`src/sv/tcw_pkg.sv`:
```
// tcw_pkg: shared types and constants for the text console writer
// command and status structs between controller and datapath, item codes
// no dependencies
package tcw_pkg;

    localparam int DEF_COLUMNS = 80;
    localparam int DEF_ROWS    = 25;

    localparam int KIND_W  = 2;
    localparam int CODE_W  = 8;
    localparam int IDX_W   = 11;
    localparam int POS_W   = 11;
    localparam int CELL_W  = 16;
    localparam int COLOR_W = 4;
    localparam int CFG_IDX_W = 1;

    localparam logic [KIND_W-1:0] KIND_PUT   = 2'd0;
    localparam logic [KIND_W-1:0] KIND_CLEAR = 2'd1;
    localparam logic [KIND_W-1:0] KIND_READ  = 2'd2;

    localparam logic [CFG_IDX_W-1:0] CFG_FOREGROUND = 1'b0;
    localparam logic [CFG_IDX_W-1:0] CFG_BACKGROUND = 1'b1;

    localparam logic [CODE_W-1:0] CHAR_BACKSPACE = 8'd8;
    localparam logic [CODE_W-1:0] CHAR_NEWLINE   = 8'd10;
    localparam logic [CODE_W-1:0] CHAR_RETURN    = 8'd13;
    localparam logic [CODE_W-1:0] CHAR_SPACE     = 8'h20;

    localparam logic [COLOR_W-1:0] FG_RESET = 4'h7;
    localparam logic [COLOR_W-1:0] BG_RESET = 4'h0;
    localparam logic [CELL_W-1:0]  BLANK_RESET = {BG_RESET, FG_RESET, CHAR_SPACE};

    typedef enum logic [2:0] {
        PUT_NONE,
        PUT_PRINT,
        PUT_NEWLINE,
        PUT_RETURN,
        PUT_BACK
    } put_class_t;

    typedef enum logic [1:0] {
        PTR_HOLD,
        PTR_ZERO,
        PTR_INC
    } ptr_op_t;

    typedef enum logic [1:0] {
        WR_RESET_BLANK,
        WR_BLANK,
        WR_CHAR,
        WR_COPY
    } wr_sel_t;

    typedef enum logic [1:0] {
        ADDR_PTR,
        ADDR_CURSOR,
        ADDR_CURSOR_BACK
    } addr_sel_t;

    typedef enum logic {
        RD_NEXT_ROW,
        RD_INDEX
    } rd_sel_t;

    typedef enum logic [2:0] {
        CUR_HOLD,
        CUR_HOME,
        CUR_ADVANCE,
        CUR_NEWLINE,
        CUR_RETURN,
        CUR_BACK,
        CUR_UP
    } cur_op_t;

    typedef struct packed {
        logic      load_item;
        ptr_op_t   ptr_op;
        logic      mem_wr;
        wr_sel_t   wr_sel;
        addr_sel_t addr_sel;
        logic      mem_rd;
        rd_sel_t   rd_sel;
        cur_op_t   cur_op;
    } cmd_t;

    typedef struct packed {
        put_class_t put_class;
        logic       col_zero;
        logic       line_full;
        logic       ptr_end_copy;
        logic       ptr_end_all;
    } stat_t;

endpackage

```
`src/sv/tcw_ctrl.sv`:
```
// tcw_ctrl: sequencer for the text console writer
// steps put, clear, read, scroll and reset clearing through the datapath
// depends on tcw_pkg
module tcw_ctrl
(
    input  logic                          clk,
    input  logic                          rst_n,
    input  logic                          start,
    input  logic [tcw_pkg::KIND_W-1:0]    kind,
    input  tcw_pkg::stat_t                stat,
    output tcw_pkg::cmd_t                 cmd,
    output logic                          busy,
    output logic                          done
);
    import tcw_pkg::*;

    typedef enum logic [3:0] {
        S_INIT,
        S_IDLE,
        S_PUT,
        S_CHECK,
        S_SCR_RD,
        S_SCR_WR,
        S_FILL_ROW,
        S_CLEAR,
        S_READ,
        S_DONE
    } state_t;

    state_t state_reg;
    state_t state_next;

    always_ff @(posedge clk or negedge rst_n)
    begin
        if (!rst_n)
        begin
            state_reg <= S_INIT;
        end
        else
        begin
            state_reg <= state_next;
        end
    end

    always_comb
    begin
        cmd        = '{load_item: 1'b0, ptr_op: PTR_HOLD, mem_wr: 1'b0, wr_sel: WR_BLANK,
                       addr_sel: ADDR_PTR, mem_rd: 1'b0, rd_sel: RD_NEXT_ROW,
                       cur_op: CUR_HOLD};
        state_next = state_reg;
        case (state_reg)
            S_INIT:
            begin
                cmd.mem_wr = 1'b1;
                cmd.wr_sel = WR_RESET_BLANK;
                cmd.ptr_op = PTR_INC;
                if (stat.ptr_end_all)
                begin
                    state_next = S_IDLE;
                end
            end
            S_IDLE:
            begin
                cmd.ptr_op = PTR_ZERO;
                if (start)
                begin
                    cmd.load_item = 1'b1;
                    case (kind)
                        KIND_PUT:   state_next = S_PUT;
                        KIND_CLEAR: state_next = S_CLEAR;
                        KIND_READ:  state_next = S_READ;
                        default:    state_next = S_DONE;
                    endcase
                end
            end
            S_PUT:
            begin
                case (stat.put_class)
                    PUT_PRINT:
                    begin
                        cmd.mem_wr   = 1'b1;
                        cmd.wr_sel   = WR_CHAR;
                        cmd.addr_sel = ADDR_CURSOR;
                        cmd.cur_op   = CUR_ADVANCE;
                    end
                    PUT_NEWLINE: cmd.cur_op = CUR_NEWLINE;
                    PUT_RETURN:  cmd.cur_op = CUR_RETURN;
                    PUT_BACK:
                    begin
                        if (!stat.col_zero)
                        begin
                            cmd.mem_wr   = 1'b1;
                            cmd.wr_sel   = WR_BLANK;
                            cmd.addr_sel = ADDR_CURSOR_BACK;
                            cmd.cur_op   = CUR_BACK;
                        end
                    end
                    default: cmd.cur_op = CUR_HOLD;
                endcase
                state_next = S_CHECK;
            end
            S_CHECK:
            begin
                cmd.ptr_op = PTR_ZERO;
                state_next = stat.line_full ? S_SCR_RD : S_DONE;
            end
            S_SCR_RD:
            begin
                cmd.mem_rd = 1'b1;
                cmd.rd_sel = RD_NEXT_ROW;
                state_next = S_SCR_WR;
            end
            S_SCR_WR:
            begin
                cmd.mem_wr = 1'b1;
                cmd.wr_sel = WR_COPY;
                cmd.ptr_op = PTR_INC;
                state_next = stat.ptr_end_copy ? S_FILL_ROW : S_SCR_RD;
            end
            S_FILL_ROW:
            begin
                cmd.mem_wr = 1'b1;
                cmd.wr_sel = WR_BLANK;
                cmd.ptr_op = PTR_INC;
                if (stat.ptr_end_all)
                begin
                    cmd.cur_op = CUR_UP;
                    state_next = S_DONE;
                end
            end
            S_CLEAR:
            begin
                cmd.mem_wr = 1'b1;
                cmd.wr_sel = WR_BLANK;
                cmd.ptr_op = PTR_INC;
                if (stat.ptr_end_all)
                begin
                    cmd.cur_op = CUR_HOME;
                    state_next = S_DONE;
                end
            end
            S_READ:
            begin
                cmd.mem_rd = 1'b1;
                cmd.rd_sel = RD_INDEX;
                state_next = S_DONE;
            end
            S_DONE:
            begin
                state_next = S_IDLE;
            end
            default:
            begin
                state_next = S_IDLE;
            end
        endcase
    end

    assign busy = (state_reg != S_IDLE);
    assign done = (state_reg == S_DONE);

endmodule

```
`config.mk`:
```
export PLATFORM = sky130hd
export DESIGN_NAME = tcw_ctrl
export DESIGN_NICKNAME = d
export VERILOG_FILES = /design/src/sv/tcw_pkg.sv /design/src/sv/tcw_ctrl.sv
export SDC_FILE = /design/constraint.sdc
export NUM_CORES = 1
export LEC_CHECK = 0
export BUFFER_PORTS_ARGS = -buffer_cell sky130_fd_sc_hd__buf_2
export CORE_AREA = 10 10 47 49
export CTS_CLUSTER_DIAMETER = 100
export DETAILED_ROUTE_END_ITERATION = 6
export DIE_AREA = 0 0 57 59
export PLACE_DENSITY = 0.73
export SLEW_MARGIN = 40
export SYNTH_ARGS = -nofsm -noshare
export SYNTH_HDL_FRONTEND = slang
export SYNTH_SLANG_ARGS = --single-unit
```
`constraint.sdc`:
```
create_clock -name clk -period 2 [get_ports clk]
set_input_delay 0.3 -clock clk [delete_from_list [all_inputs] [get_ports clk]]
set_output_delay 0.3 -clock clk [all_outputs]
set_load 0.01 [all_outputs]
```
# After elaboration in Yosys (flattened, before gate mapping)
# Index checks and enable logic that the tools add are counted.
totals:
  mem_bits_ro: 0
  out_inout_bits: 15
  register_bits: 4
  input_bits: 12
  n_memories: 0
  latchBits: 0
  elab_cells: 46
  ramBits: 0
classes:
  magnitude_cmp: 0
  shifts: 0
  n_addsub: 0
  n_div: 0
  mux: 20
  n_eq_ne: 19
  n_reduce_logical: 6
  bitwise: 0
  multipliers: 0
ops:
  columns: ["operator", "count"]
  rows:
  - ["one-hot mux 4 bit (8 select lines)", 1]
  - ["one-hot mux 3 bit (4 select lines)", 2]
  - ["equality test 4 x 3 -> 1 bit, second input constant", 4]
  - ["two-way mux 4 bit", 4]
  - ["one-hot mux 4 bit (3 select lines)", 1]
  - ["one-hot mux 5 bit (2 select lines)", 1]
  - ["one-hot mux 3 bit (3 select lines)", 1]
  - ["equality test 4 x 2 -> 1 bit, second input constant", 2]
  - ["equality test 4 bit, second input constant", 2]
  - ["one-hot mux 2 bit (2 select lines)", 2]
  - ["equality test 3 x 2 -> 1 bit, second input constant", 2]
  - ["two-way mux 3 bit", 2]
  - ["two-way mux 5 bit", 1]
  - ["equality test 4 x 1 -> 1 bit, second input constant", 1]
  - ["logical NOT 4 bit", 1]
  - ["two-way mux 2 bit", 2]
  - ["!= test 2 bit, second input constant", 2]
  - ["!= test 4 x 1 -> 1 bit, second input constant", 1]
  - ["OR reduction 2 bit", 2]
  - ["OR reduction 4 bit", 1]
  - ["equality test 3 x 1 -> 1 bit, second input constant", 1]
  - ["equality test 3 bit, second input constant", 1]
  - ["two-way mux 1 bit", 3]
  - ["AND reduction 3 bit", 1]
  - ["other kinds (4)", 4]

# Longest topological paths before layout
depth:
  word_depth: 4
  depth_mapped: 6
  depth_no_buf: 4

# Least setup slack after synthesis
# Ideal clock, no wire load.
synth_path:
  kind: "register -> output"
  from: "reg state_reg[0]"
  to: "out cmd[9] (netlist name)"
  n_path_buf: 2
  arrival_time_ns: 1.478
  path_slack_ns: 0.222
  required_ns: 1.700
  stages_incl_launch_ff: 5
  path_cell_list: "dfrtp_1 > clkbuf_1 > or4_1 > buf_2 > o32ai_2"
synth_rtl:
  columns: ["element", "line", "source"]
  rows:
  - ["start, declared", "tcw_ctrl.sv:30", "state_t state_reg;"]
  - ["start signal, assigned", "tcw_ctrl.sv:41", "state_reg <= state_next;"]
  - ["end, declared", "tcw_ctrl.sv:11", "output tcw_pkg::cmd_t cmd,"]

==> summary.txt <==
status -> finished, final reports clean
max-slew violations -> 0
die area -> 0.00336 mm^2
Post-Syn Nets -> 91
Place WS -> 0.202 ns
Starting DRT DRC Count -> 12
row count -> 14
Post-synth top flop -> dfrtp_1
core area -> 0.00140 mm^2
Max Cap Viol -> 0
# clock sinks -> 4
final period utilization -> 95.8%
die height -> 59 um
Tightest Pin Transition -> 0.457 ns
sequential area share after synthesis -> 17.7%
DRT antenna net count -> 0
Routed WL per cell -> 14.0 um
maximum clock insertion buffer count -> 2
Synth Area per Inst -> 7.16 um^2
DRT Pass-1 Iters -> 4
most frequent cells in the layout -> buf_2, nor2_1, nor2b_1, o21ai_0
placed instance count -> 117
Worst EP required -> 1.70 ns
critical path's top delay family -> simple AND/OR/NAND/NOR gates
crit path time final -> 1.92 ns
pwr dens -> 1320 mW/mm^2
r2r endpoint -> state_reg[0]$_DFFE_PN0P_
first-pass GRT wire length -> 2950 um
Static Leak -> 0.358 nW
post-DP HPWL -> 1310 um
Routed WL -> 1700 um
Via-to-Cell Ratio -> 5.58
Hold WC Path Type -> in2async
ys async rst share -> 100%
Peak VDD IR -> 686 uV
R2R cell count -> 5
CP cell instances -> inv_2, or4_4, o32ai_2, buf_2
r2r setup slk -> 0.40 ns
Max FO, Critical Path -> 6
number of flip-flops in the largest register -> 4
Final Non-Filler Cells -> 121
starting density of the core -> 40.4%
port bufs -> 26
Worst-path clk slew -> 0.04 ns
relative slew slack -> 69.1%
postcts setup bufs -> 0
Critical Path Sink Type -> output port
Post-synth EDFFs -> 0
setup ws final -> 0.0840 ns
arrival time worst endpoint -> 1.62 ns
aggregate global routing overflow -> 0
vias after detailed routing -> 675
gr usage total -> 10.3%
Hold Vio Cnt, Final -> 0
Post-Syn Area -> 566 um^2
total CTS buffers -> 3
nets@finish -> 119
synthesis-to-finish area growth -> 33.2%
CP Launch Type -> flop
Die Wd -> 57 um
RSZ-0062 raised after global routing -> false
Syn Inst Count -> 79
Residual DRC -> 0
Synth Register Bits -> 4
I/O pins -> 27
fin util -> 53.8%
initial antenna violation count -> 0
H-Tree Level Count -> 1
share of layout cells above drive strength 1 -> 39.0%
GP Congestion -> 0.814
commonest non-fill, non-tap cell in the layout -> buf_2
CTS tree -> built
reg-to-reg startpoint -> state_reg[2]$_DFFE_PN0P_
Setup Viol. Count Final -> 0
clock latency at the later pin of the worst-skew pair -> 0.24 ns
Yosys cell types -> 35
clock root buffer master -> clkbuf_4
worst path bufs/invs -> 2
crit-path max cell delay -> 0.56 ns
slowest CP cell -> or4_4
number of global-route vias before repair -> 685
largest net degree at the start of global routing -> 18
clk_skew -> 0.00326 ns
# diodes -> 0
Design Power -> 0.998 mW
Crit Path Category -> reg2out
Fin Setup TNS -> 0 ns
f_max -> 522 MHz
yosys warns -> 0
-- where the power goes --
part	total [mW]	switching (mW)	leakage, nW	internal, mW
clock	0.101	0.0338	0.0138	0.0672
combinational	0.768	0.428	0.293	0.341
sequential	0.129	0.0162	0.0514	0.112
-- how the worst max path moves through the flow --
stage | startpoint | to | slack [ns] | cells past startpoint
final | state_reg[1]$_DFFE_PN0P_ | cmd[9] | 0.08 | 4
after global routing | state_reg[3]$_DFFE_PN0P_ | cmd[2] | 0.007 | 5
after global placement | stat[6] | cmd[7] | 0.22 | 4
after CTS | state_reg[0]$_DFFE_PN0P_ | cmd[12] | 0.04 | 5
after floorplan | state_reg[0]$_DFFE_PN0P_ | cmd[9] | 0.22 | 4
after detailed placement | stat[6] | cmd[7] | 0.20 | 4
-- through the flow --
stage | hold slack, ns | area [um^2]
final | 0.386 | 753
after detailed placement | 0.108 | 711
after global placement | 0.106 | 711
after floorplan | 0.00441 | 566
after CTS | 0.394 | 747
after global routing | 0.403 | 753
-- final cells by class --
| type | instances | area, um^2 |
|---|---|---|
| clock buffer | 3 | 22.5 |
| sequential | 4 | 100 |
| tap | 16 | 20.0 |
| timing repair buffer | 31 | 170 |
| multi-input combinational | 62 | 422 |
| fill | 154 | 648 |
| inverter | 5 | 18.8 |
-- metal layers --
metal | track usage [%] | routed length, um | share of wire [%] | up-vias
met3 | 4.08 | 163 | 9.6 | 4
met2 | 17.7 | 809 | 48 | 24
met1 | 10.7 | 700 | 41 | 308
met5 | 0 | 0 | 0 | -
met4 | 5.37 | 23 | 1.4 | 0
li1 | - | - | - | 339
-- Yosys cell counts (2+ instances only) --
cell type,count,area share [%]
a21oi_1,2,1.8
a2bb2oi_1,2,3.1
a31oi_1,3,3.3
buf_2,4,3.5
clkbuf_1,4,2.7
dfrtp_1,4,18
inv_1,4,2.7
nand2_1,4,2.7
nand2b_1,3,3.3
nor2_1,9,6.0
nor2b_1,6,6.6
nor3_1,3,2.7
o21ai_0,5,4.4
o22ai_1,2,2.2
o32ai_2,2,5.8
xnor2_1,3,4.6
-- timing repair --
item / 4_1_cts / 5_1_grt
setup endpoints to repair: 3 / 1
hold buffers: 1 / 0
endpoints found under the hold margin: 4 / 0
gates resized for setup: 1 / 1
pin swaps: 0 / 0
-- cells by family (layout without fill, tap and decap cells) --
family	Yosys count	count (layout)	share of synthesized area, %
buffers and inverters	13	39	9.51
and+or+nand+nor	37	37	37.0
muxes	1	1	1.77
AOI/OAI and AO/OA	21	21	29.4
DFF	4	4	17.7
xor gates and xnor gates	3	3	4.65
Power figures use the tool's default switching activity.
